File: src/sv/tdss_pkg.sv
package tdss_pkg;

  // Item kinds carried in the input tuser field.
  typedef enum logic [1:0] {
    OP_LOAD = 2'd0,
    OP_SET  = 2'd1,
    OP_SCAN = 2'd2
  } op_t;

  typedef logic [7:0] seg_t;

  // One-hot scan positions, bit 0 is digit 1.
  localparam logic [2:0] SCAN_D1 = 3'b001;
  localparam logic [2:0] SCAN_D2 = 3'b010;
  localparam logic [2:0] SCAN_D3 = 3'b100;

  // Digit index codes for a single-digit set.
  localparam logic [1:0] IDX_D1 = 2'd1;
  localparam logic [1:0] IDX_D2 = 2'd2;
  localparam logic [1:0] IDX_D3 = 2'd3;

  localparam seg_t       DASH_PATTERN = 8'h40;
  localparam seg_t       POINT_BIT    = 8'h80;
  localparam logic [15:0] NUMBER_MAX  = 16'd999;

  // Segment patterns for numerals 0 to 9, bit 0 is segment a.
  localparam seg_t NUMERAL_TABLE [10] = '{
    8'h3F, 8'h06, 8'h5B, 8'h4F, 8'h66, 8'h6D, 8'h7D, 8'h07, 8'h7F, 8'h6F
  };

  // Encodes a character code; unknown codes give a blank digit with no point.
  function automatic seg_t encode_char(input logic [7:0] code, input logic point);
    seg_t seg;
    logic known;
    known = 1'b1;
    seg   = '0;
    if (code <= 8'd9) begin
      seg = NUMERAL_TABLE[code[3:0]];
    end else if (code >= 8'h30 && code <= 8'h39) begin
      seg = NUMERAL_TABLE[4'(code - 8'h30)];
    end else begin
      case (code)
        8'h2D:   seg = 8'h40;  // dash
        8'h61:   seg = 8'h77;  // a
        8'h62:   seg = 8'h7C;  // b
        8'h63:   seg = 8'h58;  // c
        8'h64:   seg = 8'h5E;  // d
        8'h65:   seg = 8'h79;  // e
        8'h66:   seg = 8'h71;  // f
        8'h68:   seg = 8'h74;  // h
        8'h6C:   seg = 8'h38;  // l
        8'h6E:   seg = 8'h54;  // n
        8'h6F:   seg = 8'h5C;  // o
        8'h72:   seg = 8'h50;  // r
        8'h73:   seg = 8'h6D;  // s
        8'h74:   seg = 8'h78;  // t
        8'h76:   seg = 8'h3E;  // v
        default: known = 1'b0;
      endcase
    end
    if (known && point) begin
      seg = seg | POINT_BIT;
    end
    return seg;
  endfunction

endpackage

File: src/sv/three_digit_seven_segment_scanner_top.sv
// Three-digit multiplexed seven-segment display scanner.
//
// Input channel (in_*): one item per handshake. in_tuser selects the kind of
// item: load a number, set one digit from a character code, or a scan tick.
// Output channel (out_*): one item per scan tick, carrying the segment lines
// of the current digit and a one-hot digit select. Loads and digit sets give
// no output item; they only update the three stored patterns.
//
// Order: an accepted item is held in the input register until it executes,
// and its effect then lands in the pattern, scan and output registers; a scan
// tick's output item passes through the input register, then the output one.
// Throughput: one item per cycle while no scan tick is stalled, set by the
// single decode stage between the input register and the output register.
//
// Reset clears all three patterns to blank and points the scan at digit 1.
// When the receiver stalls, the output register holds its item. Loads and
// digit sets keep flowing, since they produce nothing, but the next scan tick
// waits in the input register and holds back every item behind it.
module three_digit_seven_segment_scanner_top (
  input  logic        clk,
  input  logic        rst_n,
  input  logic        in_tvalid,
  output logic        in_tready,
  // [15:0] number_value, [17:16] digit_index, [25:18] char_code,
  // [26] point_flag, [31:27] zero
  input  logic [31:0] in_tdata,
  // [1:0] opcode
  input  logic [1:0]  in_tuser,
  output logic        out_tvalid,
  input  logic        out_tready,
  // [7:0] segment_lines, [10:8] digit_select, [15:11] zero
  output logic [15:0] out_tdata
);

  import tdss_pkg::*;

  // Input register.
  logic        s1_valid_r, s1_valid_nxt;
  logic [31:0] s1_data_r;
  logic [1:0]  s1_user_r;

  // State and output registers.
  seg_t        pat_r   [3];
  seg_t        pat_nxt [3];
  logic [2:0]  scan_pos_r, scan_pos_nxt;
  logic        out_valid_r, out_valid_nxt;
  seg_t        out_seg_r, out_seg_nxt;
  logic [2:0]  out_sel_r, out_sel_nxt;

  // Decoded fields of the held item.
  op_t         s1_op;
  logic [15:0] s1_num;
  logic [1:0]  s1_idx;
  logic [7:0]  s1_code;
  logic        s1_point;
  logic        s1_adv;
  logic        s1_fire;

  // Decimal split of a number up to 999.
  logic [9:0]  num10;
  logic [3:0]  hund;
  logic [9:0]  hund_base;
  logic [6:0]  rem100;
  logic [3:0]  tens;
  logic [6:0]  tens_base;
  logic [3:0]  units;
  seg_t        cur_pat;

  assign s1_op    = op_t'(s1_user_r);
  assign s1_num   = s1_data_r[15:0];
  assign s1_idx   = s1_data_r[17:16];
  assign s1_code  = s1_data_r[25:18];
  assign s1_point = s1_data_r[26];

  // Only a scan tick needs room in the output register.
  assign s1_adv    = (s1_op != OP_SCAN) || !out_valid_r || out_tready;
  assign s1_fire   = s1_valid_r && s1_adv;
  assign in_tready = !s1_valid_r || s1_adv;

  assign out_tvalid = out_valid_r;
  assign out_tdata  = {5'b0, out_sel_r, out_seg_r};

  // Input register control.
  always_comb begin
    if (in_tvalid && in_tready) begin
      s1_valid_nxt = 1'b1;
    end else if (s1_fire) begin
      s1_valid_nxt = 1'b0;
    end else begin
      s1_valid_nxt = s1_valid_r;
    end
  end

  always_ff @(posedge clk) begin
    if (!rst_n) begin
      s1_valid_r <= 1'b0;
    end else begin
      s1_valid_r <= s1_valid_nxt;
    end
  end

  always_ff @(posedge clk) begin
    if (in_tvalid && in_tready) begin
      s1_data_r <= in_tdata;
      s1_user_r <= in_tuser;
    end
  end

  // Hundreds, tens and units by parallel compares against constant steps.
  always_comb begin
    num10     = s1_num[9:0];
    hund      = '0;
    hund_base = '0;
    for (int k = 1; k <= 9; k++) begin
      if (num10 >= 10'(k * 100)) begin
        hund      = 4'(k);
        hund_base = 10'(k * 100);
      end
    end
    rem100    = 7'(num10 - hund_base);
    tens      = '0;
    tens_base = '0;
    for (int k = 1; k <= 9; k++) begin
      if (rem100 >= 7'(k * 10)) begin
        tens      = 4'(k);
        tens_base = 7'(k * 10);
      end
    end
    units = 4'(rem100 - tens_base);
  end

  // Pattern of the digit under the scan position.
  always_comb begin
    unique case (scan_pos_r)
      SCAN_D2: cur_pat = pat_r[1];
      SCAN_D3: cur_pat = pat_r[2];
      default: cur_pat = pat_r[0];
    endcase
  end

  // Item execution: pattern updates, scan advance and output load.
  always_comb begin
    pat_nxt       = pat_r;
    scan_pos_nxt  = scan_pos_r;
    out_valid_nxt = out_valid_r && !out_tready;
    out_seg_nxt   = out_seg_r;
    out_sel_nxt   = out_sel_r;
    if (s1_fire) begin
      unique case (s1_op)
        OP_LOAD: begin
          if (s1_num <= NUMBER_MAX) begin
            pat_nxt[0] = encode_char({4'b0, hund}, s1_point);
            pat_nxt[1] = encode_char({4'b0, tens}, s1_point);
            pat_nxt[2] = encode_char({4'b0, units}, s1_point);
          end else begin
            pat_nxt[0] = DASH_PATTERN;
            pat_nxt[1] = DASH_PATTERN;
            pat_nxt[2] = DASH_PATTERN;
          end
        end
        OP_SET: begin
          unique case (s1_idx)
            IDX_D1:  pat_nxt[0] = encode_char(s1_code, s1_point);
            IDX_D2:  pat_nxt[1] = encode_char(s1_code, s1_point);
            IDX_D3:  pat_nxt[2] = encode_char(s1_code, s1_point);
            default: ;
          endcase
        end
        OP_SCAN: begin
          out_valid_nxt = 1'b1;
          out_seg_nxt   = cur_pat;
          out_sel_nxt   = scan_pos_r;
          scan_pos_nxt  = {scan_pos_r[1:0], scan_pos_r[2]};
        end
        default: ;
      endcase
    end
  end

  always_ff @(posedge clk) begin
    if (!rst_n) begin
      pat_r[0]    <= '0;
      pat_r[1]    <= '0;
      pat_r[2]    <= '0;
      scan_pos_r  <= SCAN_D1;
      out_valid_r <= 1'b0;
    end else begin
      pat_r       <= pat_nxt;
      scan_pos_r  <= scan_pos_nxt;
      out_valid_r <= out_valid_nxt;
    end
  end

  always_ff @(posedge clk) begin
    out_seg_r <= out_seg_nxt;
    out_sel_r <= out_sel_nxt;
  end

  // The scan position always marks exactly one digit.
  assert property (@(posedge clk) disable iff (!rst_n) $onehot(scan_pos_r))
    else $error("scan position is not one-hot");

  // A shown item always enables exactly one digit.
  assert property (@(posedge clk) disable iff (!rst_n)
    out_tvalid |-> $onehot(out_tdata[10:8]))
    else $error("digit select is not one-hot");

  // An executed scan tick moves the scan to the next digit.
  assert property (@(posedge clk) disable iff (!rst_n)
    (s1_fire && s1_op == OP_SCAN) |=> (scan_pos_r != $past(scan_pos_r)))
    else $error("scan tick did not advance the scan position");

  // An out-of-range number leaves dashes on all digits.
  assert property (@(posedge clk) disable iff (!rst_n)
    (s1_fire && s1_op == OP_LOAD && s1_num > NUMBER_MAX) |=>
    (pat_r[0] == DASH_PATTERN && pat_r[1] == DASH_PATTERN && pat_r[2] == DASH_PATTERN))
    else $error("overflow load did not show dashes");

endmodule
File: config.mk
export PLATFORM = sky130hd
export DESIGN_NAME = three_digit_seven_segment_scanner_top
export DESIGN_NICKNAME = d
export VERILOG_FILES = /design/src/sv/tdss_pkg.sv /design/src/sv/three_digit_seven_segment_scanner_top.sv
export SDC_FILE = /design/constraint.sdc
export NUM_CORES = 1
export LEC_CHECK = 0
export ABC_AREA = 1
export BUFFER_PORTS_ARGS = -buffer_cell sky130_fd_sc_hd__buf_2
export CELL_PAD_IN_SITES_DETAIL_PLACEMENT = 1
export CELL_PAD_IN_SITES_GLOBAL_PLACEMENT = 1
export CORE_MARGIN = 4
export CORE_UTILIZATION = 45
export DETAILED_ROUTE_END_ITERATION = 7
export PLACE_DENSITY_LB_ADDON = 0.1
export REMOVE_ABC_BUFFERS = 1
export SLEW_MARGIN = 20
export SYNTH_ARGS = -nofsm -noshare
export SYNTH_HDL_FRONTEND = slang
export SYNTH_SLANG_ARGS = --single-unit
File: constraint.sdc
create_clock -name clk -period 6.8 [get_ports clk]
set_input_delay 1.36 -clock clk [delete_from_list [all_inputs] [get_ports clk]]
set_output_delay 1.36 -clock clk [all_outputs]
set_load 0.1 [all_outputs]
### Word level (Yosys, flattened, before mapping)

Memory sizes are Yosys's and may differ from the RTL's.
Index checks and enable logic that the tools add are counted.

| storage, ports and cells | value |
|---|---|
| bits in registers | 69 |
| latch bits | 0 |
| RAM bits | 0 |
| ROM bits | 640 |
| bits of input ports | 38 |
| output and inout port bits | 18 |
| logic and storage cells | 195 |
| memories | 5 |

| operators by class | value |
|---|---|
| $add $sub $neg | 3 |
| multipliers | 0 |
| div/mod/pow operators | 0 |
| order comparisons | 30 |
| eq/ne operators | 26 |
| shift-type cells | 0 |
| multiplexer cells | 92 |
| bitwise operators | 5 |
| reduce and logical (&&, ||, !) cells | 24 |

Memory list:

| name | words | bits a word | read ports | clocked after Yosys merged registers in | wr ports | line | text |
|---|---|---|---|---|---|---|---|
| (name not given) | 16 | 8 | 1 | 0 | 0 | tdss_pkg.sv:40 | `seg = NUMERAL_TABLE[4'(code - 8'h30)];` |
| (name not given) | 16 | 8 | 1 | 0 | 0 | tdss_pkg.sv:38 | `seg = NUMERAL_TABLE[code[3:0]];` |
| (name not given) | 16 | 8 | 1 | 0 | 0 | tdss_pkg.sv:38 |  |
| (name not given) | 16 | 8 | 1 | 0 | 0 | tdss_pkg.sv:38 |  |
| (name not given) | 16 | 8 | 1 | 0 | 0 | tdss_pkg.sv:38 |  |

Operator list:

| cell | number |
|---|---|
| 8-bit two-way mux | 24 |
| 8-bit by 7-bit == test with 1-bit output (second input constant) | 14 |
| 7-bit one-hot mux with 15 select lines | 1 |
| 4-bit two-way mux | 25 |
| 7-bit two-way mux | 9 |
| 24-bit one-hot mux with 2 select lines | 1 |
| 10-bit greater-or-equal comparator (second input constant) | 4 |
| 10-bit by 9-bit greater-or-equal comparator with 1-bit output (second input constant) | 3 |
| 1-bit two-way mux | 30 |
| 5-bit greater-or-equal comparator (second input constant) | 5 |
| 4-bit inverter with 5-bit output | 5 |
| 24-bit two-way mux | 1 |
| 7-bit by 6-bit greater-or-equal comparator with 1-bit output (second input constant) | 3 |
| 7-bit greater-or-equal comparator (second input constant) | 3 |
| 16-bit by 10-bit <= comparator with 1-bit output (second input constant) | 1 |
| 8-bit one-hot mux with 2 select lines | 1 |
| 15-bit OR reduction | 1 |
| 7-bit by 5-bit greater-or-equal comparator with 1-bit output (second input constant) | 2 |
| 4-bit <= comparator (second input constant) | 3 |
| 10-bit by 7-bit greater-or-equal comparator with 1-bit output (second input constant) | 1 |
| 10-bit by 8-bit greater-or-equal comparator with 1-bit output (second input constant) | 1 |
| 1-bit logical AND | 10 |
| 3-bit AND reduction | 3 |
| 8-bit by 6-bit == test with 1-bit output (second input constant) | 1 |
| 18 further kinds | 28 |

### Longest topological paths before layout

Gate-level depths: netlist of the first run.

| depth | value |
|---|---|
| word-level depth | 31 |
| mapped depth | 38 |
| mapped depth without buffers | 38 |

### Worst setup path before layout of the first run

OpenSTA, ideal clock, no wires.

| path | value |
|---|---|
| path type | register -> register |
| start | register s1_data_r[5] |
| end | register pat_r[6] (netlist name) |
| data arrival time | 4.419 ns |
| required time | 6.734 ns |
| path slack | 2.315 ns |
| cell stages (with the launch flop) | 35 |
| period minus slack after synthesis | 4.485 ns |
| cell sequence | edfxtp_1 nor2_1 inv_1 o21ai_0 nand3_1 inv_1 a21boi_0 o21ai_0 nand2_1 nand2_1 a21oi_1 inv_1 ha_1 inv_1 fa_1 nand3_1 nand3_1 nand2_1 inv_1 nand3_2 nand2_4 nor2_2 nand2_1 a21oi_1 inv_1 fa_1 xor2_1 inv_1 nand3_2 nand2_4 nand2_4 nand2_1 nand2_1 nand2_1 a21oi_2 |

| on the way | value |
|---|---|
| longest elaborated chain between the ends | 30 |
| elaborated cells between the ends (all ways) | 48 |
| those cells by class | 2 x add/sub; 20 x order compare; 24 x mux; 1 x bitwise; 1 x memory |

Ends and longest elaborated chain:

| item | line | text |
|---|---|---|
| start: declaration | three_digit_seven_segment_scanner_top.sv:39 | `logic [31:0] s1_data_r;` |
| start signal: assignment | three_digit_seven_segment_scanner_top.sv:104 | `s1_data_r <= in_tdata;` |
| 10-bit by 7-bit greater-or-equal comparator with 1-bit output | three_digit_seven_segment_scanner_top.sv:115 | `if (num10 >= 10'(k * 100)) begin` |
| 7-bit two-way mux (9 in series) | three_digit_seven_segment_scanner_top.sv:115 |  |
| 7-bit subtractor | three_digit_seven_segment_scanner_top.sv:120 | `rem100 = 7'(num10 - hund_base);` |
| 7-bit by 4-bit greater-or-equal comparator with 1-bit output | three_digit_seven_segment_scanner_top.sv:124 | `if (rem100 >= 7'(k * 10)) begin` |
| 4-bit two-way mux (9 in series) | three_digit_seven_segment_scanner_top.sv:124 |  |
| 4-bit subtractor | three_digit_seven_segment_scanner_top.sv:129 | `units = 4'(rem100 - tens_base);` |
| 4-bit inverter with 5-bit output (implied by the code) | tdss_pkg.sv:38 |  |
| memory read 16 x 8 bit | n/a |  |
| 8-bit two-way mux (implied by the code) (2 in series) | tdss_pkg.sv:38 |  |
| 8-bit two-way mux | tdss_pkg.sv:37 | `if (code <= 8'd9) begin` |
| 8-bit two-way mux | tdss_pkg.sv:61 | `if (known && point) begin` |
| 24-bit two-way mux * | three_digit_seven_segment_scanner_top.sv:151 | `if (s1_num <= NUMBER_MAX) begin` |
| 24-bit one-hot mux with 2 select lines * | three_digit_seven_segment_scanner_top.sv:149 | `unique case (s1_op)` |
| end signal: assignment | three_digit_seven_segment_scanner_top.sv:188 | `pat_r <= pat_nxt;` |
| end: declaration | three_digit_seven_segment_scanner_top.sv:43 | `seg_t pat_r [3];` |

Mark *: on every way between the ends. The rest lies on a longest branch, timed or not. The select of a mux whose other input is x is not followed.
A chain may end at the register's enable or synchronous reset.

### Worst setup path after layout of the first run

Same ends and word-level chain as after synthesis.

==> report_table.html, run 1 <==
<table>
<tr><th>Metric</th><th>Value</th></tr>
<tr><th colspan="2">Routing</th></tr>
<tr><td>DRT antenna net count</td><td>0</td></tr>
<tr><td>Final wirelength</td><td>11.0 mm</td></tr>
<tr><td>Post-detailed-route DRC marker count</td><td>0</td></tr>
<tr><td>Total via count after detailed routing</td><td>3885</td></tr>
<tr><td>Initial DRT Pass Iterations</td><td>4</td></tr>
<tr><td>Violation count after the first detailed-route iteration</td><td>128</td></tr>
<tr><td>Detail-routed via count per cell</td><td>5.26</td></tr>
<tr><td>Wire length per cell</td><td>14.9 um</td></tr>
<tr><th colspan="2">Final layout</th></tr>
<tr><td>Final #Nets</td><td>671</td></tr>
<tr><td>Antenna cell count</td><td>0</td></tr>
<tr><td>Leading cell type in the layout, fill and taps excluded</td><td>sky130_fd_sc_hd__nand2_1</td></tr>
<tr><td>Synthesis-to-layout area growth</td><td>12.7%</td></tr>
<tr><td>Layout cell share with drive strength beyond 1</td><td>14.9%</td></tr>
<tr><td>Commonest cells after routing, fill and taps aside</td><td>91 x sky130_fd_sc_hd__nand2_1, 79 x sky130_fd_sc_hd__inv_1, 54 x sky130_fd_sc_hd__nand3_1</td></tr>
<tr><td>Fin util</td><td>52.7%</td></tr>
<tr><th colspan="2">Critical path</th></tr>
<tr><td>Data required time of the critical path</td><td>7.08 ns</td></tr>
<tr><td>Critical path's slowest cell</td><td>sky130_fd_sc_hd__edfxtp_1</td></tr>
<tr><td>Startpoint of the worst setup timing path</td><td>s1_data_r[5]$_DFFE_PP_</td></tr>
<tr><td>R2R Path Start</td><td>s1_data_r[5]$_DFFE_PP_</td></tr>
<tr><td>Crit start category</td><td>flop</td></tr>
<tr><td>Crit end category</td><td>flop</td></tr>
<tr><td>Start-to-end type of the worst setup path</td><td>flop to flop</td></tr>
<tr><td>Critical-path maximum fanout</td><td>8</td></tr>
<tr><td>Crit-path max cell delay</td><td>0.52 ns</td></tr>
<tr><td>Data arrival time at the worst-slack endpoint</td><td>5.56 ns</td></tr>
<tr><th colspan="2">Flow run</th></tr>
<tr><td>Maxcap violations</td><td>0</td></tr>
<tr><th colspan="2">Clock tree</th></tr>
<tr><td>TritonCTS clock tree</td><td>built</td></tr>
<tr><td>Source-to-sink clock delay at the later pin of the worst-skew pair</td><td>0.34 ns</td></tr>
<tr><td>Number of buffers added by the clock tree synthesis step</td><td>9</td></tr>
<tr><td>Max Buffers Root-to-Sink</td><td>2</td></tr>
<tr><td>Cells resized by post-CTS repair</td><td>0</td></tr>
<tr><td>Post-CTS Hold Fix Bufs</td><td>0</td></tr>
<tr><td>Clock input transition at the sequential cells of the worst setup and hold paths</td><td>0.09 ns</td></tr>
<tr><td>Buffer cell driving the clock tree root</td><td>sky130_fd_sc_hd__clkbuf_8</td></tr>
<tr><td>H-tree levels</td><td>3</td></tr>
<tr><td>Number of clock sinks seen by CTS</td><td>69</td></tr>
<tr><td>Number of setup buffers added after CTS</td><td>0</td></tr>
<tr><th colspan="2">Floorplan</th></tr>
<tr><td>Number of rows in the core area</td><td>35</td></tr>
<tr><td># IOs</td><td>56</td></tr>
<tr><td>Initial cell density of the core</td><td>46.8%</td></tr>
<tr><td>Overall die width</td><td>106 um</td></tr>
<tr><td>Vertical extent of the die</td><td>106 um</td></tr>
<tr><td>Core Area</td><td>9330 um2</td></tr>
<tr><td>Floorplan die area</td><td>11300 um2</td></tr>
<tr><th colspan="2">Timing</th></tr>
<tr><td>Tightest slew margin relative to the limit</td><td>36.9%</td></tr>
<tr><td>Final Hold Slack</td><td>0.490 ns</td></tr>
<tr><td>Fin worst setup slack</td><td>1.52 ns</td></tr>
<tr><td>Total of endpoints with negative setup slack in the final report</td><td>0</td></tr>
<tr><td>Slew at the pin closest to its max-slew limit</td><td>0.946 ns</td></tr>
<tr><td>Final setup skew</td><td>0.0151 ns</td></tr>
<tr><td>Top achievable clock speed</td><td>189 MHz</td></tr>
<tr><td>RSZ-0062 raised after global routing</td><td>no</td></tr>
<tr><td>Final-layout setup total negative slack</td><td>0 ns</td></tr>
<tr><td>Period minus WS final</td><td>5.28 ns</td></tr>
<tr><td>Share of the cycle needed by the critical path after routing</td><td>77.6%</td></tr>
<tr><td>Hold violation total from the final report</td><td>0</td></tr>
<tr><td>Max-slew violation total from the final report</td><td>0</td></tr>
<tr><th colspan="2">Placed design</th></tr>
<tr><td>Dpl hpwl</td><td>8.75 mm</td></tr>
<tr><td>Pre-CTS setup slack</td><td>1.47 ns</td></tr>
<tr><td>I/O Buffers</td><td>45</td></tr>
<tr><td>Gpl congestion</td><td>0.858</td></tr>
<tr><th colspan="2">Power</th></tr>
<tr><td>IR drop worst, VDD</td><td>0.164 mV</td></tr>
<tr><td>Pleak</td><td>2.25 nW</td></tr>
<tr><td>PD cells</td><td>261 nW/um2</td></tr>
<tr><td>Final Total Pwr</td><td>0.00129 W</td></tr>
<tr><th colspan="2">Min path</th></tr>
<tr><td>Tightest Hold Check Type</td><td>flop to flop</td></tr>
<tr><td>Hold_sp</td><td>pat_r[22]$_SDFFE_PN0P_</td></tr>
<tr><th colspan="2">Logic synthesis</th></tr>
<tr><td>Gate Count Post-Synth</td><td>557</td></tr>
<tr><td>Post-synth top area share</td><td>27.5%</td></tr>
<tr><td>Cell type with the highest aggregate area in the netlist</td><td>sky130_fd_sc_hd__edfxtp_1</td></tr>
<tr><td>Synth async-reset ratio</td><td>0%</td></tr>
<tr><td>Cell types with the largest area share after synthesis</td><td>sky130_fd_sc_hd__edfxtp_1 28%, sky130_fd_sc_hd__dfxtp_1 13%, sky130_fd_sc_hd__nand2_1 7.8%, sky130_fd_sc_hd__ha_1 7.7%, sky130_fd_sc_hd__inv_1 6.9%</td></tr>
<tr><td>Count of yosys warnings during synthesis</td><td>0</td></tr>
<tr><td>Average instance area after synthesis</td><td>7.84 um2</td></tr>
<tr><td>Post-Synthesis Cell Area</td><td>4360 um2</td></tr>
<tr><td>Post-synth EDFFs</td><td>40</td></tr>
<tr><td>Sequential fraction of the synthesis area</td><td>40.8%</td></tr>
<tr><td>Leading register cell type out of synthesis</td><td>sky130_fd_sc_hd__edfxtp_1</td></tr>
<tr><td>Number of flip-flops and latches in the synthesized netlist</td><td>69</td></tr>
<tr><td>Count of different cell masters after synthesis</td><td>43</td></tr>
<tr><th colspan="2">Global routing</th></tr>
<tr><td>Overall track demand over capacity in global routing</td><td>20.6%</td></tr>
<tr><td>Remaining Overflow, GRT</td><td>0</td></tr>
<tr><td>Number of antenna violations at the first check in global routing</td><td>0</td></tr>
<tr><td>Pin count of the biggest net entering global routing</td><td>30</td></tr>
<tr><td>Wire length of the first global-routing pass</td><td>19.0 mm</td></tr>
<tr><td>Number of global-route vias before repair</td><td>4002</td></tr>
<tr><th colspan="2">Run status</th></tr>
<tr><td>Status</td><td>completed</td></tr>
</table>
logic make-up after synthesis:
family | after synthesis | share of synthesized area [%]
buffers and inverters | 99 | 8.97
AO/OA/AOI/OAI | 119 | 15.6
flip-flops | 69 | 40.8
adder cells (fa/ha/maj) | 29 | 8.66
other | 1 | 0.0859
XOR/XNOR | 2 | 0.832
AND/OR/NAND/NOR | 238 | 25.0
sequential cells by signal, indices dropped and copies added (netlist names):
signal      flops
out_seg_r       8
scan_pos_r      3
pat_r          24
out_sel_r       3
s1_data_r      27
s1_op           2
out_tvalid      1
s1_valid_r      1
worst paths after layout:
kind	endpoint	slack [ns]	cells after the start
worst max-delay path	pat_r[6]$_SDFFE_PN0P_	1.52	34
worst max register to register	pat_r[6]$_SDFFE_PN0P_	1.52	34
worst min-delay path	pat_r[22]$_SDFFE_PN0P_	0.49	2
worst min register to register	pat_r[22]$_SDFFE_PN0P_	0.49	2
cell usage after synthesis, types with 6 or more instances:
| cell | number |
|---|---|
| sky130_fd_sc_hd__nand4_1 | 8 |
| sky130_fd_sc_hd__inv_1 | 80 |
| sky130_fd_sc_hd__edfxtp_1 | 40 |
| sky130_fd_sc_hd__nor3_1 | 10 |
| sky130_fd_sc_hd__nand2_1 | 91 |
| sky130_fd_sc_hd__dfxtp_1 | 29 |
| sky130_fd_sc_hd__nor2_1 | 51 |
| sky130_fd_sc_hd__nand3_1 | 54 |
| sky130_fd_sc_hd__inv_2 | 6 |
| sky130_fd_sc_hd__ha_1 | 27 |
| sky130_fd_sc_hd__a31oi_1 | 17 |
| sky130_fd_sc_hd__o211ai_1 | 9 |
| sky130_fd_sc_hd__a21oi_1 | 37 |
| sky130_fd_sc_hd__clkbuf_1 | 7 |
| sky130_fd_sc_hd__o21ai_0 | 41 |
power by group:
group          total (W)  internal [W]  leakage, nW  switching [W]
Combinational   0.000438      0.000139         1.51       0.000299
Sequential      0.000474      0.000460        0.627      0.0000135
Clock           0.000374      0.000198        0.114       0.000176
cell type report:
cell class	count	area, um2
tap	129	161
inverter	86	323
sequential	69	1780
fill	1200	4410
timing repair buffer	45	225
clock buffer	10	149
clock inverter	6	73.8
multi-input combinational	393	2210
critical path, delay by kind of cell, from the launching register on:
family,cells,cell delay [ns]
XOR/XNOR,1,0.30
buffers and inverters,7,0.66
adder cells (fa/ha/maj),3,0.98
AND/OR/NAND/NOR,17,1.88
AO/OA/AOI/OAI,6,0.87
flip-flops,1,0.52
metal layers:
| metal | wire length [um] | up-vias | track usage, % | part of all wire (%) |
|---|---|---|---|---|
| met4 | 59 | 0 | 3.93 | 0.54 |
| li1 | - | 1971 | - | - |
| met5 | 0 | - | 0 | 0 |
| met2 | 5350 | 69 | 35.3 | 49 |
| met3 | 358 | 5 | 3.40 | 3.3 |
| met1 | 5210 | 1840 | 27.8 | 47 |
through the flow:
step / instance area [um2] / std cells
6_report: 4920 / 738
5_1_grt: 4920 / 738
3_5_place_dp: 4700 / 722
4_1_cts: 4920 / 738
3_3_place_gp: 4700 / 722
2_1_floorplan: 4310 / 548
(Power assumes the default switching activity.)
==> inputs of run 2 (changes only) <==
--- a/config.mk
+++ b/config.mk
@@ -10,7 +10,7 @@
 export CELL_PAD_IN_SITES_DETAIL_PLACEMENT = 1
 export CELL_PAD_IN_SITES_GLOBAL_PLACEMENT = 1
 export CORE_MARGIN = 4
-export CORE_UTILIZATION = 45
+export CORE_UTILIZATION = 39
 export DETAILED_ROUTE_END_ITERATION = 7
 export PLACE_DENSITY_LB_ADDON = 0.1
 export REMOVE_ABC_BUFFERS = 1
==> constraint.sdc (replaced) <==
create_clock -name clk -period 4.38 [get_ports clk]
set_input_delay 0.876 -clock clk [delete_from_list [all_inputs] [get_ports clk]]
set_output_delay 0.876 -clock clk [all_outputs]
set_load 0.1 [all_outputs]
==> report_table.html, run 2 (synthesis gave the netlist of run 1 again) <==
<table>
<tr><th>Metric</th><th>Value</th></tr>
<tr><th colspan="2">Power</th></tr>
<tr><td>Clk pwr share</td><td>20.4% (-8.7 points)</td></tr>
<tr><td>Psw</td><td>0.000974 W (+99%)</td></tr>
<tr><td>Relative contribution of sequential cells to total power</td><td>28.9% (-7.9 points)</td></tr>
<tr><td>Comb pwr share</td><td>50.7% (+17 points)</td></tr>
<tr><td>Sw frac</td><td>38.3% (+0.31 points)</td></tr>
<tr><td>Pleak</td><td>2.72 nW (+20%)</td></tr>
<tr><td>IR drop worst, VDD</td><td>0.333 mV (+100%)</td></tr>
<tr><td>PD cells</td><td>427 nW/um2 (+63%)</td></tr>
<tr><td>Power Internal</td><td>0.00157 W (+97%)</td></tr>
<tr><th colspan="2">Final layout</th></tr>
<tr><td>Largest registers</td><td>s1_data_r x27, pat_r x24, out_seg_r x8</td></tr>
<tr><td>Number of inserted filler cells in the final layout</td><td>1345 (+12%)</td></tr>
<tr><td>Final #Nets</td><td>764 (+14%)</td></tr>
<tr><td>Flip-flop count of the largest register after layout</td><td>27 (unchanged)</td></tr>
<tr><td>Final standard cell count with taps included and fillers excluded</td><td>842 (+14%)</td></tr>
<tr><td>Antenna cell count</td><td>0 (unchanged)</td></tr>
<tr><td>Leading cell type in the layout, fill and taps excluded</td><td>sky130_fd_sc_hd__buf_4</td></tr>
<tr><td>Register containing the most flip-flops in the final layout</td><td>s1_data_r</td></tr>
<tr><td>Area taken by flip-flops and latches</td><td>1780 um2 (unchanged)</td></tr>
<tr><td>Synthesis-to-layout area growth</td><td>36.3%</td></tr>
<tr><td>Layout cell share with drive strength beyond 1</td><td>35.6% (+21 points)</td></tr>
<tr><td>Footprint of the multi-input gates</td><td>2520 um2 (+14%)</td></tr>
<tr><td>Fin util</td><td>54.6% (+1.9 points)</td></tr>
<tr><td>Commonest cells after routing, fill and taps aside</td><td>86 x sky130_fd_sc_hd__buf_4, 79 x sky130_fd_sc_hd__nand2_1, 69 x sky130_fd_sc_hd__inv_1</td></tr>
<tr><th colspan="2">Clock tree</th></tr>
<tr><td>Source-to-sink clock delay at the later pin of the worst-skew pair</td><td>0.36 ns (+0.02 ns)</td></tr>
<tr><td>Number of clock sinks seen by CTS</td><td>69 (unchanged)</td></tr>
<tr><td>Buffer cell driving the clock tree root</td><td>sky130_fd_sc_hd__clkbuf_8</td></tr>
<tr><td>Post-CTS Hold Fix Bufs</td><td>0 (unchanged)</td></tr>
<tr><td>TritonCTS clock tree</td><td>built</td></tr>
<tr><td>Max Buffers Root-to-Sink</td><td>2 (unchanged)</td></tr>
<tr><td>Clock input transition at the sequential cells of the worst setup and hold paths</td><td>0.08 ns (about the same)</td></tr>
<tr><td>H-tree levels</td><td>3 (unchanged)</td></tr>
<tr><td>Number of buffers added by the clock tree synthesis step</td><td>9 (unchanged)</td></tr>
<tr><th colspan="2">Floorplan</th></tr>
<tr><td>Initial cell density of the core</td><td>40.1% (-6.7 points)</td></tr>
<tr><td>Number of rows in the core area</td><td>38 (+8.6%)</td></tr>
<tr><td>Floorplan die area</td><td>12900 um2 (+14%)</td></tr>
<tr><td>Overall die width</td><td>114 um (+6.9%)</td></tr>
<tr><td>Vertical extent of the die</td><td>114 um (+6.9%)</td></tr>
<tr><td># IOs</td><td>56 (unchanged)</td></tr>
<tr><td>Core Area</td><td>10900 um2 (+17%)</td></tr>
<tr><th colspan="2">Run status</th></tr>
<tr><td>Status</td><td>complete, but fails checks</td></tr>
<tr><td>Failing checks</td><td>negative setup slack</td></tr>
<tr><th colspan="2">Routing</th></tr>
<tr><td>Post-detailed-route DRC marker count</td><td>0 (unchanged)</td></tr>
<tr><td>Violation count after the first detailed-route iteration</td><td>225 (+76%)</td></tr>
<tr><td>Final wirelength</td><td>13.5 mm (+23%)</td></tr>
<tr><td>DRT antenna net count</td><td>0 (unchanged)</td></tr>
<tr><td>Initial DRT Pass Iterations</td><td>4 (unchanged)</td></tr>
<tr><td>Detail-routed via count per cell</td><td>5.19 (-1.5%)</td></tr>
<tr><td>Wire length per cell</td><td>16.0 um (+7.8%)</td></tr>
<tr><td>Total via count after detailed routing</td><td>4366 (+12%)</td></tr>
<tr><th colspan="2">Timing</th></tr>
<tr><td>Total of endpoints with negative setup slack in the final report</td><td>8 (+8)</td></tr>
<tr><td>Period minus WS final</td><td>4.58 ns (-0.699 ns)</td></tr>
<tr><td>Share of the cycle needed by the critical path after routing</td><td>105% (+27 points)</td></tr>
<tr><td>RSZ-0062 raised after global routing</td><td>yes</td></tr>
<tr><td>Final Hold Slack</td><td>0.503 ns (+0.0126 ns)</td></tr>
<tr><td>Tightest slew margin relative to the limit</td><td>25.5% (-11 points)</td></tr>
<tr><td>Top achievable clock speed</td><td>218 MHz (+15%)</td></tr>
<tr><td>Fin worst setup slack</td><td>-0.201 ns (-1.72 ns)</td></tr>
<tr><td>Final-layout setup total negative slack</td><td>-1.24 ns (-1.24 ns)</td></tr>
<tr><td>Slew at the pin closest to its max-slew limit</td><td>1.12 ns (+0.171 ns)</td></tr>
<tr><td>Hold violation total from the final report</td><td>0 (unchanged)</td></tr>
<tr><td>Final setup skew</td><td>0.0107 ns (-0.00436 ns)</td></tr>
<tr><td>Max-slew violation total from the final report</td><td>0 (unchanged)</td></tr>
<tr><th colspan="2">Global routing</th></tr>
<tr><td>Remaining Overflow, GRT</td><td>0 (unchanged)</td></tr>
<tr><td>Pin count of the biggest net entering global routing</td><td>30 (unchanged)</td></tr>
<tr><td>Wire length of the first global-routing pass</td><td>22.1 mm (+16%)</td></tr>
<tr><td>Overall track demand over capacity in global routing</td><td>21.5% (+0.81 points)</td></tr>
<tr><td>Number of global-route vias before repair</td><td>4640 (+16%)</td></tr>
<tr><td>Number of antenna violations at the first check in global routing</td><td>0 (unchanged)</td></tr>
<tr><th colspan="2">Placed design</th></tr>
<tr><td>Cell Count Post-Placement</td><td>791 (+9.6%)</td></tr>
<tr><td>Pre-CTS setup slack</td><td>-0.402 ns (-1.87 ns)</td></tr>
<tr><td>I/O Buffers</td><td>45 (unchanged)</td></tr>
<tr><td>Dpl hpwl</td><td>9.72 mm (+11%)</td></tr>
<tr><td>Gpl congestion</td><td>0.909 (+5.9%)</td></tr>
<tr><th colspan="2">Critical path</th></tr>
<tr><td>Critical path's slowest cell</td><td>sky130_fd_sc_hd__fa_2</td></tr>
<tr><td>Crit end category</td><td>flop</td></tr>
<tr><td>Buf+Inv Stages, Crit Path</td><td>9 (+2)</td></tr>
<tr><td>Start-to-end type of the worst setup path</td><td>flop to flop</td></tr>
<tr><td>Critical-path maximum fanout</td><td>5 (-3)</td></tr>
<tr><td>Data arrival time at the worst-slack endpoint</td><td>4.84 ns (-0.72 ns)</td></tr>
<tr><td>Crit start category</td><td>flop</td></tr>
<tr><td>Family with the most delay on the worst path</td><td>simple AND/OR/NAND/NOR gates</td></tr>
<tr><td>Crit-path max cell delay</td><td>0.45 ns (-0.07 ns)</td></tr>
<tr><td>Cell seen most often among critical-path stages</td><td>sky130_fd_sc_hd__nand2_1</td></tr>
<tr><td>Data required time of the critical path</td><td>4.63 ns (-2.45 ns)</td></tr>
<tr><th colspan="2">Min path</th></tr>
<tr><td>Tightest Hold Check Type</td><td>flop to flop</td></tr>
<tr><th colspan="2">Flow run</th></tr>
<tr><td>Maxcap violations</td><td>0 (unchanged)</td></tr>
</table>
[run 2: cell types whose count changed in the layout (fill, tap and decap cells not counted), sizes merged]
cell,delta
buf,+93
inv,-4
clkinv,+4
[run 2: area by class of cell]
type                    instances  share of cell area, %
multi-input cells             393                   42.4
flip-flops and latches         69                   29.9
repair buffers                138                   16.0
inverters                      86                   5.51
well taps                     140                   2.94
clock buffers                  10                   2.15
clock inverters                 6                   1.07
[run 2: metrics by stage]
stage | instance area [um2] | total power, W
2_1_floorplan | 4310 | 0.00127
3_3_place_gp | 5150 | 0.00159
3_5_place_dp | 5150 | 0.00163
4_1_cts | 5660 | 0.00230
5_1_grt | 5950 | 0.00271
6_report | 5950 | 0.00254
[run 2: what timing repair did]
action | CTS | global route
setup buffers | 28 | 10
pin swaps | 18 | 22
gates cloned | 0 | 0
setup endpoints to repair | 11 | 24
gates resized for setup | 33 | 68
[run 2: tightest hold or removal path: cells and delay by family (launching register included)]
kind	cells	cell delay, ns
flip-flops	1	0.30
buffers and inverters	1	0.08
AO/OA/AOI/OAI	1	0.07
[run 2: power by group through the flow]
stage               Combinational, W  Clock [W]  Sequential [W]
floorplan                   0.000511          0        0.000755
global placement            0.000839          0        0.000748
detailed placement          0.000880          0        0.000750
CTS                          0.00103   0.000536        0.000736
global route                 0.00140   0.000563        0.000739
finish                       0.00129   0.000519        0.000736
[run 2: per-layer routing]
metal	global-route usage (%)	vias to the layer above	part of all wire, %
met4	7.52	0	2.4
li1	-	2160	-
met3	3.29	26	3.7
met2	39.1	94	51
met1	25.6	2086	43
met5	0	-	0
[run 2: worst paths after layout]
kind                             to  slack (ns)  cells after the start                   start
max           pat_r[2]$_SDFFE_PN0P_       -0.20                     35  s1_data_r[5]$_DFFE_PP_
min          pat_r[22]$_SDFFE_PN0P_        0.50                      2  pat_r[22]$_SDFFE_PN0P_
max reg2reg   pat_r[2]$_SDFFE_PN0P_       -0.20                     35  s1_data_r[5]$_DFFE_PP_
min reg2reg  pat_r[22]$_SDFFE_PN0P_        0.50                      2  pat_r[22]$_SDFFE_PN0P_
